[src/design/vlpe_pkg.sv]
// ----------------------------------------------------------------------------
// vlpe_pkg
// Types, constants and prefix tables shared by the length-prefix encoder.
// ----------------------------------------------------------------------------
package vlpe_pkg;

  localparam int ValueW  = 64;
  localparam int ByteW   = 8;
  localparam int MaxLen  = 9;
  localparam int LenW    = 4;
  localparam int WordW   = MaxLen * ByteW;
  localparam int QDepth  = 2;
  localparam int QPtrW   = 1;
  localparam int QCntW   = 2;

  typedef logic [LenW-1:0]   len_t;
  typedef logic [WordW-1:0]  word_t;
  typedef logic [ValueW-1:0] value_t;
  typedef logic [ByteW-1:0]  byte_t;

  typedef struct packed {
    len_t  len;
    word_t word;
  } entry_t;

  typedef struct packed {
    logic full;
    logic empty;
  } q_status_t;

  // Ones of the unary prefix, placed above the zero bit at position 7L.
  function automatic value_t ones_mask(input len_t len);
    value_t m;
    m = '0;
    case (len)
      4'd2:    m = 64'h0000_0000_0000_8000;
      4'd3:    m = 64'h0000_0000_00C0_0000;
      4'd4:    m = 64'h0000_0000_E000_0000;
      4'd5:    m = 64'h0000_00F0_0000_0000;
      4'd6:    m = 64'h0000_F800_0000_0000;
      4'd7:    m = 64'h00FC_0000_0000_0000;
      4'd8:    m = 64'hFE00_0000_0000_0000;
      default: m = '0;
    endcase
    return m;
  endfunction

  // Sign bit position 7L-1 in signed mode.
  function automatic value_t sign_mask(input len_t len);
    value_t m;
    m = '0;
    case (len)
      4'd1:    m = 64'h0000_0000_0000_0040;
      4'd2:    m = 64'h0000_0000_0000_2000;
      4'd3:    m = 64'h0000_0000_0010_0000;
      4'd4:    m = 64'h0000_0000_0800_0000;
      4'd5:    m = 64'h0000_0004_0000_0000;
      4'd6:    m = 64'h0000_0200_0000_0000;
      4'd7:    m = 64'h0001_0000_0000_0000;
      default: m = '0;
    endcase
    return m;
  endfunction

endpackage

[src/design/vlpe_if.sv]
// ----------------------------------------------------------------------------
// vlpe_in_if / vlpe_out_if
// Valid/ready channels for input values and encoded bytes.
// ----------------------------------------------------------------------------
interface vlpe_in_if;
  logic                  valid;
  logic                  ready;
  vlpe_pkg::value_t      value;
  logic                  signed_mode;

  modport source (output valid, output value, output signed_mode, input ready);
  modport sink   (input valid, input value, input signed_mode, output ready);
endinterface

interface vlpe_out_if;
  logic                  valid;
  logic                  ready;
  vlpe_pkg::byte_t       out_byte;
  logic                  last_byte;

  modport source (output valid, output out_byte, output last_byte, input ready);
  modport sink   (input valid, input out_byte, input last_byte, output ready);
endinterface

[src/design/vlpe_front.sv]
// ----------------------------------------------------------------------------
// vlpe_front
// Classify a value: pick the byte count and build the encoded word.
// ----------------------------------------------------------------------------
module vlpe_front (
  input  vlpe_pkg::value_t value_i,
  input  logic             signed_mode_i,
  output vlpe_pkg::entry_t entry_o
);
  import vlpe_pkg::*;

  logic   neg;
  value_t payload;
  len_t   len;
  byte_t  head;

  always_comb begin
    neg     = signed_mode_i & value_i[ValueW-1];
    payload = neg ? (~value_i + value_t'(1)) : value_i;
    len     = len_t'(MaxLen);
    if (signed_mode_i) begin
      for (int l = 7; l >= 1; l--) begin
        if ((payload >> (7 * l - 1)) == '0) begin
          len = len_t'(l);
        end
      end
    end else begin
      for (int l = 8; l >= 1; l--) begin
        if ((payload >> (7 * l)) == '0) begin
          len = len_t'(l);
        end
      end
    end
  end

  always_comb begin
    head          = signed_mode_i ? {7'h7F, neg} : 8'hFF;
    entry_o.len   = len;
    if (len == len_t'(MaxLen)) begin
      entry_o.word = {head, payload};
    end else begin
      entry_o.word = {byte_t'(0),
                      payload | ones_mask(len) | (neg ? sign_mask(len) : value_t'(0))};
    end
  end

endmodule

[src/design/vlpe_queue.sv]
// ----------------------------------------------------------------------------
// vlpe_queue
// Two-entry queue between classifier and byte serialiser.
// ----------------------------------------------------------------------------
module vlpe_queue (
  input  logic                clk_i,
  input  logic                rst_ni,
  input  logic                push_i,
  input  vlpe_pkg::entry_t    entry_i,
  input  logic                pop_i,
  output vlpe_pkg::entry_t    head_o,
  output vlpe_pkg::q_status_t status_o
);
  import vlpe_pkg::*;

  entry_t             mem_q [QDepth];
  logic [QPtrW-1:0]   wr_q, wr_d;
  logic [QPtrW-1:0]   rd_q, rd_d;
  logic [QCntW-1:0]   cnt_q, cnt_d;

  always_comb begin
    wr_d  = push_i ? wr_q + 1'b1 : wr_q;
    rd_d  = pop_i  ? rd_q + 1'b1 : rd_q;
    cnt_d = cnt_q;
    if (push_i && !pop_i) begin
      cnt_d = cnt_q + 1'b1;
    end else if (pop_i && !push_i) begin
      cnt_d = cnt_q - 1'b1;
    end
  end

  always_ff @(posedge clk_i or negedge rst_ni) begin
    if (!rst_ni) begin
      wr_q  <= '0;
      rd_q  <= '0;
      cnt_q <= '0;
    end else begin
      wr_q  <= wr_d;
      rd_q  <= rd_d;
      cnt_q <= cnt_d;
    end
  end

  always_ff @(posedge clk_i) begin
    if (push_i) begin
      mem_q[wr_q] <= entry_i;
    end
  end

  assign head_o         = mem_q[rd_q];
  assign status_o.full  = (cnt_q == QCntW'(QDepth));
  assign status_o.empty = (cnt_q == '0);

endmodule

[src/design/vlpe_back.sv]
// ----------------------------------------------------------------------------
// vlpe_back
// Serialise the queue head into bytes, most significant first.
// ----------------------------------------------------------------------------
module vlpe_back (
  input  logic                clk_i,
  input  logic                rst_ni,
  input  vlpe_pkg::entry_t    head_i,
  input  vlpe_pkg::q_status_t status_i,
  output logic                pop_o,
  vlpe_out_if.source          out_o
);
  import vlpe_pkg::*;

  len_t  cnt_q, cnt_d;
  logic  valid_q, valid_d;
  byte_t byte_q, byte_d;
  logic  last_q, last_d;
  logic  fire;
  logic  at_last;
  len_t  sel;
  byte_t bytes [MaxLen];

  always_comb begin
    for (int i = 0; i < MaxLen; i++) begin
      bytes[i] = head_i.word[i*ByteW +: ByteW];
    end
  end

  always_comb begin
    fire    = !status_i.empty && (!valid_q || out_o.ready);
    sel     = head_i.len - len_t'(1) - cnt_q;
    at_last = (cnt_q == head_i.len - len_t'(1));
    pop_o   = fire && at_last;
    cnt_d   = cnt_q;
    valid_d = valid_q;
    byte_d  = byte_q;
    last_d  = last_q;
    if (fire) begin
      valid_d = 1'b1;
      byte_d  = bytes[sel];
      last_d  = at_last;
      cnt_d   = at_last ? len_t'(0) : cnt_q + len_t'(1);
    end else if (out_o.ready) begin
      valid_d = 1'b0;
    end
  end

  always_ff @(posedge clk_i or negedge rst_ni) begin
    if (!rst_ni) begin
      cnt_q   <= '0;
      valid_q <= 1'b0;
    end else begin
      cnt_q   <= cnt_d;
      valid_q <= valid_d;
    end
  end

  always_ff @(posedge clk_i) begin
    byte_q <= byte_d;
    last_q <= last_d;
  end

  assign out_o.valid     = valid_q;
  assign out_o.out_byte  = byte_q;
  assign out_o.last_byte = last_q;

endmodule

[src/design/varint_length_prefix_encoder.sv]
// ----------------------------------------------------------------------------
// varint_length_prefix_encoder
// Unary length-prefix varint encoder, one output byte per cycle while out_o is ready.
// ----------------------------------------------------------------------------
// Each accepted value becomes 1 to 9 bytes on out_o, most significant first,
// with last_byte on the final one. The byte serialiser emits one byte a cycle
// while out_o is ready; values are classified on entry and held in a
// two-entry queue, so input keeps flowing while earlier values are still
// being sent. Each value is registered in the queue, and then each of its
// bytes in the output byte register.
module varint_length_prefix_encoder (
  input  logic       clk_i,
  input  logic       rst_ni,
  vlpe_in_if.sink    in_i,
  vlpe_out_if.source out_o
);
  import vlpe_pkg::*;

  entry_t    entry;
  entry_t    head;
  q_status_t q_stat;
  logic      push;
  logic      pop;

  assign in_i.ready = !q_stat.full;
  assign push       = in_i.valid && !q_stat.full;

  vlpe_front u_front (
    .value_i       (in_i.value),
    .signed_mode_i (in_i.signed_mode),
    .entry_o       (entry)
  );

  vlpe_queue u_queue (
    .clk_i    (clk_i),
    .rst_ni   (rst_ni),
    .push_i   (push),
    .entry_i  (entry),
    .pop_i    (pop),
    .head_o   (head),
    .status_o (q_stat)
  );

  vlpe_back u_back (
    .clk_i    (clk_i),
    .rst_ni   (rst_ni),
    .head_i   (head),
    .status_i (q_stat),
    .pop_o    (pop),
    .out_o    (out_o)
  );

`ifndef SYNTHESIS
  a_pop_nonempty : assert property (@(posedge clk_i) disable iff (!rst_ni)
    pop |-> !q_stat.empty)
    else $error("pop from empty queue");

  a_len_range : assert property (@(posedge clk_i) disable iff (!rst_ni)
    !q_stat.empty |-> (head.len != '0 && head.len <= len_t'(MaxLen)))
    else $error("queued length out of range");

  a_pop_last : assert property (@(posedge clk_i) disable iff (!rst_ni)
    pop |=> (out_o.valid && out_o.last_byte))
    else $error("item retired without last byte");

  a_short_word : assert property (@(posedge clk_i) disable iff (!rst_ni)
    push && entry.len != len_t'(MaxLen) |-> entry.word[WordW-1 -: ByteW] == '0)
    else $error("short encoding has stray top byte");
`endif

endmodule
[src/flat_wrapper.sv]
// flat-port wrapper written by rule: the top's interface ports become plain ports
module varint_length_prefix_encoder_flat import vlpe_pkg::*;
  (clk_i, rst_ni, in_i_valid, in_i_value, in_i_signed_mode, in_i_ready, out_o_valid, out_o_out_byte, out_o_last_byte, out_o_ready);
  vlpe_in_if in_i_i ();
  vlpe_out_if out_o_i ();
  input  logic clk_i;
  input  logic rst_ni;
  input wire logic [$bits(in_i_i.valid)-1:0] in_i_valid;
  input wire logic [$bits(in_i_i.value)-1:0] in_i_value;
  input wire logic [$bits(in_i_i.signed_mode)-1:0] in_i_signed_mode;
  output wire logic [$bits(in_i_i.ready)-1:0] in_i_ready;
  output wire logic [$bits(out_o_i.valid)-1:0] out_o_valid;
  output wire logic [$bits(out_o_i.out_byte)-1:0] out_o_out_byte;
  output wire logic [$bits(out_o_i.last_byte)-1:0] out_o_last_byte;
  input wire logic [$bits(out_o_i.ready)-1:0] out_o_ready;
  assign in_i_i.valid = in_i_valid;
  assign in_i_i.value = in_i_value;
  assign in_i_i.signed_mode = in_i_signed_mode;
  assign in_i_ready = in_i_i.ready;
  assign out_o_valid = out_o_i.valid;
  assign out_o_out_byte = out_o_i.out_byte;
  assign out_o_last_byte = out_o_i.last_byte;
  assign out_o_i.ready = out_o_ready;
  varint_length_prefix_encoder u_core (.clk_i(clk_i), .rst_ni(rst_ni), .in_i(in_i_i), .out_o(out_o_i));
endmodule
[config.mk]
export PLATFORM = sky130hd
export DESIGN_NAME = varint_length_prefix_encoder_flat
export DESIGN_NICKNAME = d
export VERILOG_FILES = /design/src/design/vlpe_pkg.sv /design/src/design/vlpe_if.sv /design/src/design/vlpe_front.sv /design/src/design/vlpe_queue.sv /design/src/design/vlpe_back.sv /design/src/design/varint_length_prefix_encoder.sv /design/src/flat_wrapper.sv
export SDC_FILE = /design/constraint.sdc
export NUM_CORES = 1
export LEC_CHECK = 0
export CAP_MARGIN = 10
export CORE_UTILIZATION = 42
export DETAILED_ROUTE_END_ITERATION = 16
export DONT_BUFFER_PORTS = 1
export PLACE_DENSITY = 0.59
export SYNTH_ARGS = -nofsm -noshare
export SYNTH_HDL_FRONTEND = slang
export SYNTH_SLANG_ARGS = --single-unit
[constraint.sdc]
create_clock -name clk_i -period 6 [get_ports clk_i]
set_clock_uncertainty 0.15 [all_clocks]
set_input_delay 0 -clock clk_i [delete_from_list [all_inputs] [get_ports clk_i]]
set_output_delay 0 -clock clk_i [all_outputs]
set_load 0.005 [all_outputs]
==> impl_metrics.json <==
{
  "outcome": "finished clean",
  "synthFlopType": "edfxtp_1",
  "slowest_delay_ns": 0.63,
  "grt-ovfl-total": 0,
  "period_minus_slack_ns": 5.155,
  "r2r_cells": 6,
  "timing.slew.headroom": 0.3010,
  "grt_max_degree": 71,
  "clock_latency_ns": 0.41,
  "final_cell_area_um2": 11210,
  "clockRootBuffer": "clkbuf_16",
  "die_area_um2": 23710,
  "path_max_fanout": 13,
  "netlist_area_um2": 9699,
  "crit_top_cell": "nor4_4",
  "cp-start-kind": "input port",
  "layout_common_cells": "edfxtp_1, dlygate4sd3_1, nand2_1",
  "drtPass1Iterations": 5,
  "start_util": 0.4284,
  "end_kind": "flip-flop",
  "drtIter0Drc": 564,
  "crit_path_start": "in_i_value[4]",
  "hold_violations": 0,
  "critical_path_class": "in2reg",
  "final_util": 0.4953,
  "async_flop_share": 0.05696,
  "synth-seq-cells": 158,
  "antenna_found_initial": 0,
  "tightestPinTransition_ns": 1.046,
  "synth_edf_count": 149,
  "regToRegStartpoint": "u_core.u_queue.rd_q",
  "gp_routability_congestion": 0.9369,
  "final.setup.tns_ns": 0,
  "worst_path_dominant_cell_family": "simple AND/OR/NAND/NOR gates",
  "drive_gt1_frac": 0.1606,
  "rows": 55,
  "routed_wl_um": 28110,
  "layout_commonest_cell": "edfxtp_1",
  "routedWlPerCell_um": 24.30,
  "vias": 7269,
  "ys.warnings.count": 0,
  "ios": 80,
  "p_leak_nw": 3.624,
  "max_clock_freq_mhz": 194.0,
  "port_buffers": 0,
  "crit_required_ns": 6.05,
  "path_buf_inv": 3,
  "area_growth_pct": 15.62,
  "post-place-cells": 1046,
  "wl_met2_um": 13600,
  "setup_viol_count_final": 0,
  "dr_wl_met3_um": 2059,
  "peakVddDrop_v": 0.0002989,
  "crit_chain": "dlygate4sd3_1 -> nor4_4 -> buf_4 -> nand4_2 -> nor3_1 -> a31oi_1 -> xnor2_1 -> o2111ai_1 -> o32a_1 -> nor4_4 -> or2_1 -> inv_4 -> o31ai_1",
  "cts_setup_buffers": 0,
  "placed_area_um2": 9851,
  "post-route-period-util": 0.8592,
  "min-delay-start": "in_i_value[9]",
  "ctsHtreeMaxLevel": 4,
  "min_path_type": "in2reg",
  "postSynthNetCount": 879,
  "ys_types": 94,
  "whs_ns": 0.02306,
  "worst_slack_ns": 0.8446,
  "worstPathArrival_ns": 5.20,
  "met1_length_um": 11630,
  "cts_tree": "built",
  "cts_inserted_buffers": 17,
  "hold_depth": 3,
  "synth_cells": 801,
  "layout.nets": 937,
  "cp_slowest_cell": "nor4_4",
  "clock_sinks": 158,
  "cts_resized": 0,
  "pre_cts_ws_ns": 1.168,
  "top_layer": "met4",
  "drv_cap": 0,
  "power_mw": 4.450,
  "ant_nets": 0,
  "clock_path_buffers": 2,
  "n_antenna_cell": 0,
  "layoutNonFillerInstCount": 1157,
  "die_y_um": 154.0,
  "rsz0062_at_grt": "false",
  "syn_area_per_cell_um2": 12.11,
  "cp_num_cells": 13,
  "p_per_area_nw_per_um2": 396.8,
  "grt_pass1_wl_um": 43360,
  "vias_per_cell": 6.283,
  "grt.total_usage": 0.2443,
  "coreArea_um2": 22640,
  "drc": 0,
  "grt_pass1_vias": 7279,
  "clk_pin_slew_worst_paths_ns": 0.06,
  "drv_slew": 0,
  "dp_hpwl_um": 20430,
  "ys_seq_area_frac": 0.4845,
  "chipWidth_um": 154.0
}
==> kinds of logic (layout without fill, tap and decap cells) <==
group,Yosys count,after routing,share of synthesized area
AO/OA/AOI/OAI,146,146,0.1090
XOR/XNOR,63,63,0.05882
adder cells (fa/ha/maj),9,9,0.01238
buffers and inverters,80,151,0.04296
flip-flops,158,158,0.4845
multiplexers,50,50,0.1036
AND/OR/NAND/NOR,295,295,0.1887
==> path summary, 6_finish.rpt <==
| path | end | slack (ns) |
|---|---|---|
| hold / removal | u_core.u_queue.mem_q[0][10] | 0.02 |
| hold reg to reg | u_core.u_queue.cnt_q[1] | 0.37 |
| min in group asynchronous | u_core.u_back.cnt_q[3] | 0.34 |
| setup / recovery | u_core.u_queue.mem_q[1][31] | 0.84 |
| max in group asynchronous | u_core.u_queue.rd_q | 5.05 |
| setup reg to reg | u_core.u_back.out_o.out_byte[0] | 2.05 |
==> metal layers <==
| metal | track usage | up-vias |
|---|---|---|
| met5 | 0 | - |
| met4 | 0.09857 | 0 |
| met3 | 0.04087 | 53 |
| met2 | 0.4043 | 338 |
| met1 | 0.3192 | 3588 |
| li1 | - | 3290 |
==> cell usage after synthesis (all sizes together) (22+ instances only) <==
library cell,instances,share of area
edfxtp,149,0.46
nand2,58,0.023
nor2,55,0.021
mux4,40,0.093
o21ai,40,0.021
xnor2,40,0.038
nor3,32,0.019
inv,31,0.012
nor4,30,0.031
clkbuf,27,0.016
nand4,27,0.019
xor2,23,0.021
nand3,22,0.013
==> power breakdown <==
group	switching, mW	internal, mW	total [mW]
Combinational	0.896	0.804	1.70
Sequential	0.122	1.60	1.72
Clock	0.446	0.585	1.03
==> state kept, by name, indices dropped and copies added, names as in the netlist <==
| name | cells |
|---|---|
| u_core.u_queue.mem_q | 140 |
| u_core.u_back.out_o.last_byte | 1 |
| u_core.u_queue.rd_q | 1 |
| u_core.u_queue.cnt_q | 2 |
| u_core.u_back.out_o.valid | 1 |
| u_core.u_queue.wr_q | 1 |
| u_core.u_back.cnt_q | 4 |
| u_core.u_back.out_o.out_byte | 8 |
==> final cells by class <==
type,instances,area (µm²)
Sequential cell,158,4701
Tap cell,285,356.6
Fill cell,1940,11430
Clock inverter,15,147.6
Inverter,31,118.9
Timing Repair Buffer,88,858.3
Clock buffer,17,425.4
Multi-Input combinational cell,563,4607
==> worst min-delay path: stages <==
cell and delay [ns]:
nor2_1 0.02, a41oi_1 0.20, xor2_1 0.17
==> timing repair <==
action                     in CTS  in global routing
hold buffers                   79                  0
hold endpoints to repair      146                  0
setup endpoints to repair       0                  0
Note: power is estimated with default switching activity, not from simulation.
